### src/rtl/core/ffra_pkg.sv
// Shared types and constants of the first-fit region allocator.
// No dependencies.
package ffra_pkg;

	localparam int MAX_REGIONS_DEF = 64;
	localparam int ADDR_WIDTH_DEF  = 48;
	localparam logic [5:0] MIN_ALIGN_RST = 6'd12;

	localparam logic [1:0] OP_ADD   = 2'd0;
	localparam logic [1:0] OP_ALLOC = 2'd1;
	localparam logic [1:0] OP_FREE  = 2'd2;

	localparam logic [1:0] ST_OK       = 2'd0;
	localparam logic [1:0] ST_NOFIT    = 2'd1;
	localparam logic [1:0] ST_FULL     = 2'd2;
	localparam logic [1:0] ST_NOTFOUND = 2'd3;

	typedef enum logic [2:0] {
		CELL_HOLD,
		CELL_LOAD,
		CELL_MARK,
		CELL_SPLIT,
		CELL_FREE,
		CELL_FREE_MN,
		CELL_MERGE_PREV
	} cell_op_t;

	typedef struct packed {
		cell_op_t op;
		logic     sel;
		logic     sel_left;
		logic     sel_right;
		logic     ge;
		logic     tail;
	} cell_ctl_t;

endpackage

### src/rtl/core/ffra_cell.sv
// One table entry of the allocator chain: base, size, used mark.
// Depends on ffra_pkg; trades data with its left and right neighbors.
module ffra_cell #(
	parameter int ADDR_WIDTH = ffra_pkg::ADDR_WIDTH_DEF
) (
	input  logic                  clk,
	input  ffra_pkg::cell_ctl_t   ctl,
	input  logic [ADDR_WIDTH-1:0] ld_base,
	input  logic [ADDR_WIDTH-1:0] ld_size,
	input  logic [ADDR_WIDTH-1:0] key,
	input  logic [ADDR_WIDTH-1:0] left_base,
	input  logic [ADDR_WIDTH-1:0] left_size,
	input  logic                  left_used,
	input  logic [ADDR_WIDTH-1:0] right_base,
	input  logic [ADDR_WIDTH-1:0] right_size,
	input  logic                  right_used,
	output logic [ADDR_WIDTH-1:0] base,
	output logic [ADDR_WIDTH-1:0] size,
	output logic                  used
);

	logic [ADDR_WIDTH-1:0] base_q, size_q;
	logic                  used_q;

	assign base = base_q;
	assign size = size_q;
	assign used = used_q;

	always_ff @(posedge clk) begin
		case (ctl.op)
			ffra_pkg::CELL_LOAD: begin
				if (ctl.tail) begin
					base_q <= ld_base;
					size_q <= ld_size;
					used_q <= 1'b0;
				end
			end
			ffra_pkg::CELL_MARK: begin
				if (ctl.sel) used_q <= 1'b1;
			end
			ffra_pkg::CELL_SPLIT: begin
				if (ctl.sel) begin
					size_q <= key;
					used_q <= 1'b1;
				end else if (ctl.sel_left) begin
					// remainder of the split region
					base_q <= left_base + key;
					size_q <= left_size - key;
					used_q <= 1'b0;
				end else if (ctl.ge) begin
					base_q <= left_base;
					size_q <= left_size;
					used_q <= left_used;
				end
			end
			ffra_pkg::CELL_FREE: begin
				if (ctl.sel) used_q <= 1'b0;
			end
			ffra_pkg::CELL_FREE_MN: begin
				if (ctl.sel) begin
					used_q <= 1'b0;
					size_q <= size_q + right_size;
				end else if (ctl.ge) begin
					base_q <= right_base;
					size_q <= right_size;
					used_q <= right_used;
				end
			end
			ffra_pkg::CELL_MERGE_PREV: begin
				if (ctl.sel_right) begin
					size_q <= size_q + right_size;
				end else if (ctl.ge) begin
					base_q <= right_base;
					size_q <= right_size;
					used_q <= right_used;
				end
			end
			default: ;
		endcase
	end

endmodule

### config.mk
export PLATFORM = sky130hd
export DESIGN_NAME = ffra_cell
export DESIGN_NICKNAME = d
export VERILOG_FILES = /design/src/rtl/core/ffra_pkg.sv /design/src/rtl/core/ffra_cell.sv
export SDC_FILE = /design/constraint.sdc
export NUM_CORES = 1
export LEC_CHECK = 0
export BUFFER_PORTS_ARGS = -buffer_cell sky130_fd_sc_hd__buf_4
export CELL_PAD_IN_SITES_DETAIL_PLACEMENT = 0
export CELL_PAD_IN_SITES_GLOBAL_PLACEMENT = 1
export CORE_ASPECT_RATIO = 2
export CORE_MARGIN = 2
export CORE_UTILIZATION = 38
export CTS_CLUSTER_DIAMETER = 60
export DETAILED_ROUTE_END_ITERATION = 6
export PLACE_DENSITY = 0.79
export SLEW_MARGIN = 20
export SYNTH_ARGS = -nofsm -noshare
export SYNTH_HDL_FRONTEND = slang
export SYNTH_SLANG_ARGS = --single-unit
### constraint.sdc
create_clock -name clk -period 6 [get_ports clk]
set_clock_uncertainty 0.05 [all_clocks]
set_input_delay 1.2 -clock clk [delete_from_list [all_inputs] [get_ports clk]]
set_output_delay 1.2 -clock clk [all_outputs]
set_load 0.02 [all_outputs]
==> impl_metrics.env, run 1 <==
export IMPL_grt_max_degree=49
export IMPL_drv_slew=0
export IMPL_crit_path_start_kind="input port"
export IMPL_core_area_sq_um=36400
export IMPL_rsz0062_at_grt="no"
export IMPL_root_buffer="clkbuf_16"
export IMPL_fin_crit_sh=0.757
export IMPL_synthTopCellsByArea="edfxtp_1 21%, ha_1 13%, a21oi_1 7.1%, mux2i_1 5.9%, o21ai_0 5.4%"
export IMPL_min_period_ns=4.54
export IMPL_finalHoldViolCount=0
export IMPL_cts_tree="done"
export IMPL_die_w_um=140
export IMPL_groute_layer_met2_usage=0.635
export IMPL_met1_usage=0.301
export IMPL_drcViolationCount=0
export IMPL_ys_ff_latch=97
export IMPL_die_area_sq_um=38400
export IMPL_multiInputGateArea_sq_um=10400
export IMPL_crit_path_max_incr_delay_ns=0.42
export IMPL_layout_common_cells="464 x buf_4, 196 x a21oi_1, 150 x o21ai_0"
export IMPL_io_buffers=443
export IMPL_slowest_stage="fa_1"
export IMPL_clk_path_buf_depth=2
export IMPL_whs_path_depth=2
export IMPL_busiest_layer="met2"
export IMPL_ir_drop_uv=148
export IMPL_dieHeight_um=275
export IMPL_ff2ff_path_depth=14
export IMPL_synth_nets=2230
export IMPL_fillers=3735
export IMPL_final_common_cell="buf_4"
export IMPL_finalPower_w=0.00336
export IMPL_post_cts_buffers=0
export IMPL_crit_path_end_kind="flop"
export IMPL_syn_inst=1739
export IMPL_yosysTopAreaCellShare=0.208
export IMPL_cts_inserted_buffers=9
export IMPL_gp_congestion=0.982
export IMPL_worst_pin_slew_ns=1.02
export IMPL_drt_initial_drc_count=911
export IMPL_clock_latency_ns=0.38
export IMPL_wl_mm=67.1
export IMPL_grt_antenna_before_repair=2
export IMPL_initial_core_util=0.384
export IMPL_final_net_count=2620
export IMPL_grtUsageTotal=0.336
export IMPL_num_rows=99
export IMPL_viasPerCell=6.10
export IMPL_area_delta_synth_final_pct=29.0
export IMPL_first_pass_iters=7
export IMPL_synth_edf_count=97
export IMPL_io_pins=444
export IMPL_arrival_ns=4.62
export IMPL_grt_pass1_vias=16471
export IMPL_num_vias=15789
export IMPL_yosysTopAreaCell="edfxtp_1"
export IMPL_yosys_cell_types_count=81
export IMPL_ys_seq_area_frac=0.208
export IMPL_crit_chain="buf_4 > ha_1 > fa_1 > a21o_1 > a221oi_4 > nor2_2 > nor3_1 > o41ai_2 > a41o_2 > a31oi_4 > o21ai_4 > and4_4 > a2111oi_4 > xor2_1 > o22ai_1"
export IMPL_synth_yosys_warnings=0
export IMPL_leakagePower_nw=8.30
export IMPL_drive_gt1_frac=0.237
export IMPL_path_class="input port to flop"
export IMPL_seqCellArea_sq_um=2910
export IMPL_clk_pin_slew_worst_paths_ns=0.08
export IMPL_grt_pass1_wl_mm=96.8
export IMPL_critPathRequiredTime_ns=6.07
export IMPL_synth_area_sq_um=14000
export IMPL_timing_fmax_ghz=0.220
export IMPL_async_flop_share=0
export IMPL_path_max_fanout=5
export IMPL_wl_per_cell_um=25.9
export IMPL_dpl_hpwl_mm=55.5
export IMPL_postCtsHoldBufs=0
export IMPL_cts_resized=0
export IMPL_maxCapViolations=0
export IMPL_synth_area_per_cell_sq_um=8.04
export IMPL_cts_max_level=3
export IMPL_use_met3=0.0455
export IMPL_setup_violations=0
export IMPL_ys_flop_type="edfxtp_1"
export IMPL_grt_ovfl_total=0
export IMPL_cts_num_sinks=97
export IMPL_hp_class="flop to flop"
export IMPL_fin_tns_setup_ns=0
export IMPL_powerDensity_nw_per_um2=186
export IMPL_status="finished clean"
export IMPL_maxSlewHeadroom=0.315
export IMPL_ant_nets=0
==> metrics by stage <==
step                      cells  area, sq um   util  setup slack [ns]  hold slack [ns]
after CTS                  2587        18000  0.495              1.49            0.705
final                      2588        18000  0.495              1.46            0.703
after global routing       2588        18000  0.495              1.18            0.768
after global placement     2572        17700  0.487              1.12            0.648
after floorplan            1739        14000      -             0.453            0.760
after detailed placement   2572        17700  0.487              1.11            0.685
==> flip-flops by register name, summed over array words and instances, names as in the netlist <==
| signal | flops |
|---|---|
| used | 1 |
| size | 48 |
| base | 48 |
==> kinds of logic (layout without fill, tap and decap cells) <==
group / Yosys count / in the layout / synth area share
adder cells (fa/ha/maj): 145 / 145 / 0.131
other: 0 / 1 / 0
AO/OA/AOI/OAI: 713 / 713 / 0.341
XOR/XNOR: 122 / 122 / 0.0765
AND/OR/NAND/NOR: 402 / 402 / 0.134
multiplexers: 85 / 85 / 0.0611
buffers and inverters: 175 / 569 / 0.0475
flip-flops: 97 / 97 / 0.208
==> power breakdown <==
group | switching, W | total (W) | leakage (nW) | internal, W
Combinational | 0.00105 | 0.00183 | 7.25 | 0.000771
Clock | 0.000312 | 0.000632 | 0.139 | 0.000320
Sequential | 0.0000516 | 0.000898 | 0.913 | 0.000846
==> routing by layer <==
metal	wire (um)	part of all wire	vias up
met5	13	0.00019	-
li1	-	-	7417
met3	3200	0.048	260
met2	35300	0.53	681
met4	7660	0.11	2
met1	20900	0.31	7429
==> cell usage after synthesis (all sizes together) (12+ instances only) <==
| master | count |
|---|---|
| a211oi | 23 |
| a21o | 91 |
| a21oi | 197 |
| a221oi | 32 |
| a222oi | 21 |
| a22oi | 21 |
| a31oi | 13 |
| and3 | 13 |
| buf | 12 |
| clkbuf | 73 |
| edfxtp | 97 |
| ha | 141 |
| inv | 89 |
| mux2i | 82 |
| nand2 | 120 |
| nand2b | 15 |
| nand3 | 21 |
| nand4 | 21 |
| nor2 | 124 |
| nor2b | 28 |
| nor3 | 25 |
| o21a | 14 |
| o21ai | 156 |
| o21bai | 27 |
| o221ai | 18 |
| o22a | 17 |
| o31ai | 12 |
| xnor2 | 75 |
| xor2 | 47 |
==> worst max-delay path: cells and delay by family <==
| family | cells | cell delay (ns) |
|---|---|---|
| adders and majority gates | 2 | 0.64 |
| buffers and inverters | 1 | 0.11 |
| xor gates and xnor gates | 1 | 0.17 |
| AOI/OAI and AO/OA | 8 | 1.85 |
| and+or+nand+nor | 3 | 0.63 |
==> final cells by class <==
cell class | instances | share of cell area
Multi-Input combinational cell | 1467 | 0.579
Timing Repair Buffer | 464 | 0.193
Sequential cell | 97 | 0.162
Antenna cell | 1 | 0.000139
Clock inverter | 6 | 0.00333
Inverter | 90 | 0.0187
Tap cell | 454 | 0.0315
Clock buffer | 9 | 0.0125
==> final timing paths <==
path                               startpoint  endpoint  slack, ns
worst max-delay path            right_size[0]  size[46]       1.46
worst min-delay path                  size[0]   size[0]       0.70
worst max register to register        size[0]  size[46]       1.94
worst min register to register        size[0]   size[0]       0.70
Power figures use the tool's default switching activity.
==> run 2: changes to the inputs <==
--- a/config.mk
+++ b/config.mk
@@ -10,10 +10,10 @@
 export CELL_PAD_IN_SITES_GLOBAL_PLACEMENT = 1
 export CORE_ASPECT_RATIO = 2
 export CORE_MARGIN = 2
-export CORE_UTILIZATION = 38
+export CORE_UTILIZATION = 35
 export CTS_CLUSTER_DIAMETER = 60
 export DETAILED_ROUTE_END_ITERATION = 6
-export PLACE_DENSITY = 0.79
+export PLACE_DENSITY = 0.77
 export SLEW_MARGIN = 20
 export SYNTH_ARGS = -nofsm -noshare
 export SYNTH_HDL_FRONTEND = slang
==> constraint.sdc (replaced) <==
create_clock -name clk -period 4 [get_ports clk]
set_clock_uncertainty 0.05 [all_clocks]
set_input_delay 0.8 -clock clk [delete_from_list [all_inputs] [get_ports clk]]
set_output_delay 0.8 -clock clk [all_outputs]
set_load 0.02 [all_outputs]
==> run 2 against run 1 <==
Setup slack worse by 1.4 ns. Critical path depth stayed put. Cell area is 10% higher. Sequential share of layout area is 1.5 points lower. Largest power group unchanged. Count of clock-buffer cells in the layout stayed put. Global-route usage is 0.63 points lower.
==> impl_metrics.env, run 2 (synthesis gave the netlist of run 1 again) <==
export IMPL_grt_max_degree=49
export IMPL_num_rows=103
export IMPL_crit_path_end_kind="flop"
export IMPL_drive_gt1_frac=0.310
export IMPL_io_buffers=443
export IMPL_crit_path_start_kind="input port"
export IMPL_post_cts_buffers=0
export IMPL_core_area_sq_um=39400
export IMPL_slowest_stage="a2111oi_1"
export IMPL_cts_tree="done"
export IMPL_grt_pass1_vias=17554
export IMPL_clock_latency_ns=0.40
export IMPL_fin_area_sq_um=19800
export IMPL_root_buffer="clkbuf_16"
export IMPL_worst_pin_slew_ns=0.806
export IMPL_first_pass_iters=7
export IMPL_grt_antenna_before_repair=5
export IMPL_hp_class="input port to flop"
export IMPL_crit_chain="buf_4 > inv_1 > ha_1 > a2111oi_1 > buf_4 > a211oi_1 > buf_4 > o21a_1 > nor3b_1 > o31a_1 > o31ai_1 > a221o_1 > xor2_1 > nand2_1 > a21oi_1"
export IMPL_die_area_sq_um=41600
export IMPL_cts_max_level=3
export IMPL_finalHoldViolCount=0
export IMPL_grt_pass1_wl_mm=103
export IMPL_io_pins=444
export IMPL_fin_crit_sh=0.974
export IMPL_num_vias=16748
export IMPL_fin_tns_setup_ns=0
export IMPL_wl_per_cell_um=24.7
export IMPL_clk_pin_slew_worst_paths_ns=0.08
export IMPL_area_delta_synth_final_pct=41.9
export IMPL_gp_congestion=0.939
export IMPL_drv_slew=0
export IMPL_wl_mm=71.2
export IMPL_dieHeight_um=287
export IMPL_drcViolationCount=0
export IMPL_timing_fmax_ghz=0.257
export IMPL_cts_inserted_buffers=9
export IMPL_maxCapViolations=0
export IMPL_path_class="input port to flop"
export IMPL_die_w_um=145
export IMPL_path_max_fanout=2
export IMPL_ir_drop_uv=235
export IMPL_path_buf_inv=4
export IMPL_drt_initial_drc_count=992
export IMPL_crit_top_cell="buf_4"
export IMPL_final_common_cell="buf_4"
export IMPL_postLayoutCoreUtil=0.503
export IMPL_clk_path_buf_depth=2
export IMPL_setup_violations=0
export IMPL_crit_path_max_incr_delay_ns=0.50
export IMPL_final_net_count=2841
export IMPL_placed_area_sq_um=19500
export IMPL_fillers=4003
export IMPL_powerDensity_nw_per_um2=269
export IMPL_crit_family="compound AO/OA/AOI/OAI gates"
export IMPL_ant_nets=0
export IMPL_grtUsageTotal=0.330
export IMPL_min_period_ns=3.90
export IMPL_critPathRequiredTime_ns=4.19
export IMPL_hold_slack_ns=0.620
export IMPL_cts_num_sinks=97
export IMPL_grt_ovfl_total=0
export IMPL_viasPerCell=5.81
export IMPL_leakagePower_nw=9.39
export IMPL_dpl_hpwl_mm=59.6
export IMPL_arrival_ns=4.09
export IMPL_initial_core_util=0.354
export IMPL_status="finished clean"
export IMPL_maxSlewHeadroom=0.461
export IMPL_layout_common_cells="682 x buf_4, 194 x a21oi_1, 148 x o21ai_0"
==> run 2: cell types whose count changed in the layout (fill, tap and decap cells not counted), moves of 2 or more <==
| cell | change |
|---|---|
| buf_4 | +218 |
| buf_12 | +3 |
| o21ai_1 | +2 |
| diode_2 | +2 |
| a21oi_2 | +2 |
| clkinv_1 | +2 |
| clkinv_4 | +2 |
| o21ai_0 | -2 |
| a21oi_1 | -2 |
| clkinv_2 | -2 |
==> run 2: final timing paths <==
path              cells after the start  slack, ns        to  startpoint
setup reg to reg                     14       0.22  size[46]     size[0]
setup / recovery                     15       0.10  size[31]      key[6]
hold reg to reg                       2       0.71   size[0]     size[0]
hold / removal                        3       0.62   base[1]  ld_base[1]
==> run 2: repair_timing <==
item / CTS / global route
gates resized for setup: 0 / 8
hold buffers: 0 / 0
endpoints found under the setup margin: 0 / 11
==> run 2: layout make-up <==
class | count | area [sq um] | area share
antenna | 3 | 7.51 | 0.000378
clock buffer | 9 | 225 | 0.0114
clock inverter | 7 | 46.3 | 0.00233
inverter | 90 | 338 | 0.0170
multi-input combinational | 1467 | 10500 | 0.528
sequential | 97 | 2910 | 0.147
tap | 525 | 657 | 0.0331
timing repair buffer | 685 | 5180 | 0.261
==> run 2: metal layers <==
layer  wire, um  up-vias  share of wire  track usage
li1           -     7851              -            -
met1      21300     7918           0.30        0.280
met2      39000      710           0.55        0.646
met3       3600      265          0.050       0.0512
met4       7390        4           0.10        0.300
met5         20        -        0.00028            0
==> run 2: worst min-delay path: cells and delay by family <==
kind,cells,cell delay [ns]
buffers and inverters,1,0.07
and+or+nand+nor,2,0.09
==> run 2: power breakdown <==
part           switching (W)  internal (W)
registers          0.0000771       0.00127
logic                0.00167       0.00142
clock network       0.000484      0.000423
total                0.00223       0.00311
==> run 2: stage by stage <==
stage | total power (W) | setup WS [ns] | cells
2_1_floorplan | 0.00302 | 0.0205 | 1739
3_3_place_gp | 0.00442 | -0.291 | 2864
3_5_place_dp | 0.00443 | -0.270 | 2864
4_1_cts | 0.00535 | 0.130 | 2880
5_1_grt | 0.00563 | -0.0696 | 2883
6_report | 0.00535 | 0.103 | 2883
==> run 3: changes to the inputs <==
--- a/config.mk
+++ b/config.mk
@@ -12,8 +12,10 @@
 export CORE_MARGIN = 2
 export CORE_UTILIZATION = 35
 export CTS_CLUSTER_DIAMETER = 60
+export CTS_CLUSTER_SIZE = 20
 export DETAILED_ROUTE_END_ITERATION = 6
 export PLACE_DENSITY = 0.77
+export REMOVE_ABC_BUFFERS = 1
 export SLEW_MARGIN = 20
 export SYNTH_ARGS = -nofsm -noshare
 export SYNTH_HDL_FRONTEND = slang
==> run 3 against run 2 <==
Clock power up 5.3%. Cell count down 2.0%. Fmax up 0.99%. Cell area down 2.0%. Die area unchanged. Highest routed layer is now met4.
==> impl_metrics.env, run 3 (synthesis gave the netlist of run 1 again) <==
export IMPL_wl_mm=68.4
export IMPL_gp_congestion=0.938
export IMPL_maxCapViolations=0
export IMPL_root_buffer="clkbuf_16"
export IMPL_die_area_sq_um=41600
export IMPL_cts_max_level=3
export IMPL_critPathLaunch="right_size[0]"
export IMPL_setup_violations=0
export IMPL_dpl_hpwl_mm=56.3
export IMPL_arrival_ns=3.94
export IMPL_die_w_um=145
export IMPL_ir_drop_uv=231
export IMPL_wl_per_cell_um=24.2
export IMPL_clock_latency_ns=0.39
export IMPL_worst_pin_slew_ns=0.928
export IMPL_area_delta_synth_final_pct=39.2
export IMPL_reg2reg_from="size[0]"
export IMPL_clk_path_buf_depth=2
export IMPL_maxSlewHeadroom=0.380
export IMPL_powerDensity_nw_per_um2=271
export IMPL_clk_pin_slew_worst_paths_ns=0.09
export IMPL_num_rows=103
export IMPL_critPathRequiredTime_ns=4.09
export IMPL_crit_path_end_kind="flop"
export IMPL_io_buffers=443
export IMPL_path_class="input port to flop"
export IMPL_postLayoutCoreUtil=0.493
export IMPL_status="finished clean"
export IMPL_drive_gt1_frac=0.297
export IMPL_r2r_end="size[46]"
export IMPL_final_net_count=2786
export IMPL_initial_core_util=0.354
export IMPL_min_period_ns=3.86
export IMPL_path_max_fanout=2
export IMPL_drt_initial_drc_count=811
export IMPL_final_common_cell="buf_4"
export IMPL_drcViolationCount=0
export IMPL_viasPerCell=5.78
export IMPL_drv_slew=0
export IMPL_layout_common_cells="627 x buf_4, 195 x a21oi_1, 147 x o21ai_0"
export IMPL_grt_max_degree=49
export IMPL_ff2ff_path_depth=14
export IMPL_dieHeight_um=287
export IMPL_hp_class="input port to flop"
export IMPL_cts_num_sinks=97
export IMPL_ant_nets=0
export IMPL_leakagePower_nw=9.12
export IMPL_grt_antenna_before_repair=1
export IMPL_r2r_setup_slack_ns=0.21
export IMPL_timing_fmax_ghz=0.259
export IMPL_finalHoldViolCount=0
export IMPL_cts_inserted_buffers=9
export IMPL_grt_pass1_vias=17419
export IMPL_io_pins=444
export IMPL_crit_path_start_kind="input port"
export IMPL_grtUsageTotal=0.319
export IMPL_critPathCapture="size[46]"
export IMPL_first_pass_iters=7
export IMPL_grt_pass1_wl_mm=100
export IMPL_finalPower_w=0.00527
export IMPL_fin_crit_sh=0.965
export IMPL_hold_slack_ns=0.625
export IMPL_cts_tree="done"
export IMPL_grt_ovfl_total=0
export IMPL_core_area_sq_um=39400
export IMPL_num_vias=16321
## run 3: cell types whose count changed in the layout (fill, tap and decap cells not counted), sizes merged
cell	previous run	this run
clkinvlp	0	2
diode	3	1
clkinv	7	3
buf	685	630
inv	90	92
## run 3: repair_timing
item / 4_1_cts / 5_1_grt
endpoints found under the setup margin: 0 / 13
hold buffers: 0 / 0
buffers inserted: 0 / 1
resized for setup: 0 / 13
## run 3: cell type report
| class | count | area [sq um] |
|---|---|---|
| clock buffers | 9 | 225 |
| multi-input cells | 1467 | 10500 |
| clock inverters | 7 | 61.3 |
| inverters | 90 | 338 |
| flip-flops and latches | 97 | 2910 |
| diodes | 1 | 2.50 |
| fillers | 4077 | 20000 |
| well taps | 525 | 657 |
| repair buffers | 630 | 4770 |
## run 3: worst max-delay path, stage by stage
cell and delay [ns]:
buf_4 0.11, ha_1 0.22, fa_2 0.36, a21o_1 0.23, a221oi_4 0.26, nor2_2 0.09
nor3_2 0.20, o41ai_2 0.15, a41o_2 0.33, a31oi_4 0.22, o21ai_4 0.10, and4_4 0.23
a2111oi_4 0.33, xor2_1 0.21, o22ai_1 0.10
## run 3: worst min-delay path by stage
stage	startpoint	end	slack, ns	cells past startpoint
floorplan	size[0]	size[0]	0.76	2
global route	ld_base[12]	base[12]	0.64	2
global placement	size[0]	size[0]	0.65	2
CTS	ld_base[1]	base[1]	0.61	3
detailed placement	size[0]	size[0]	0.66	2
finish	ld_base[1]	base[1]	0.63	3
## run 3: metrics by stage
stage,instance area [sq um],setup slack (ns),cells,setup TNS [ns]
2_1_floorplan,13600,-1.76,1654,-183.87
3_3_place_gp,19100,-0.320,2808,-3.21
3_5_place_dp,19100,-0.327,2808,-3.70
4_1_cts,19400,0.0625,2824,0
5_1_grt,19400,-0.00603,2826,-0.00603
6_report,19400,0.141,2826,0
## run 3: metal layers
metal,global-route usage,up-vias,share of wire
li1,-,7736,-
met1,0.285,7679,0.32
met2,0.597,671,0.52
met3,0.0550,235,0.055
met4,0.302,0,0.11
met5,0,-,0
## run 3: power breakdown
part	switching, W	internal [W]
clock	0.000518	0.000436
sequential	0.0000679	0.00127
combinational	0.00161	0.00137
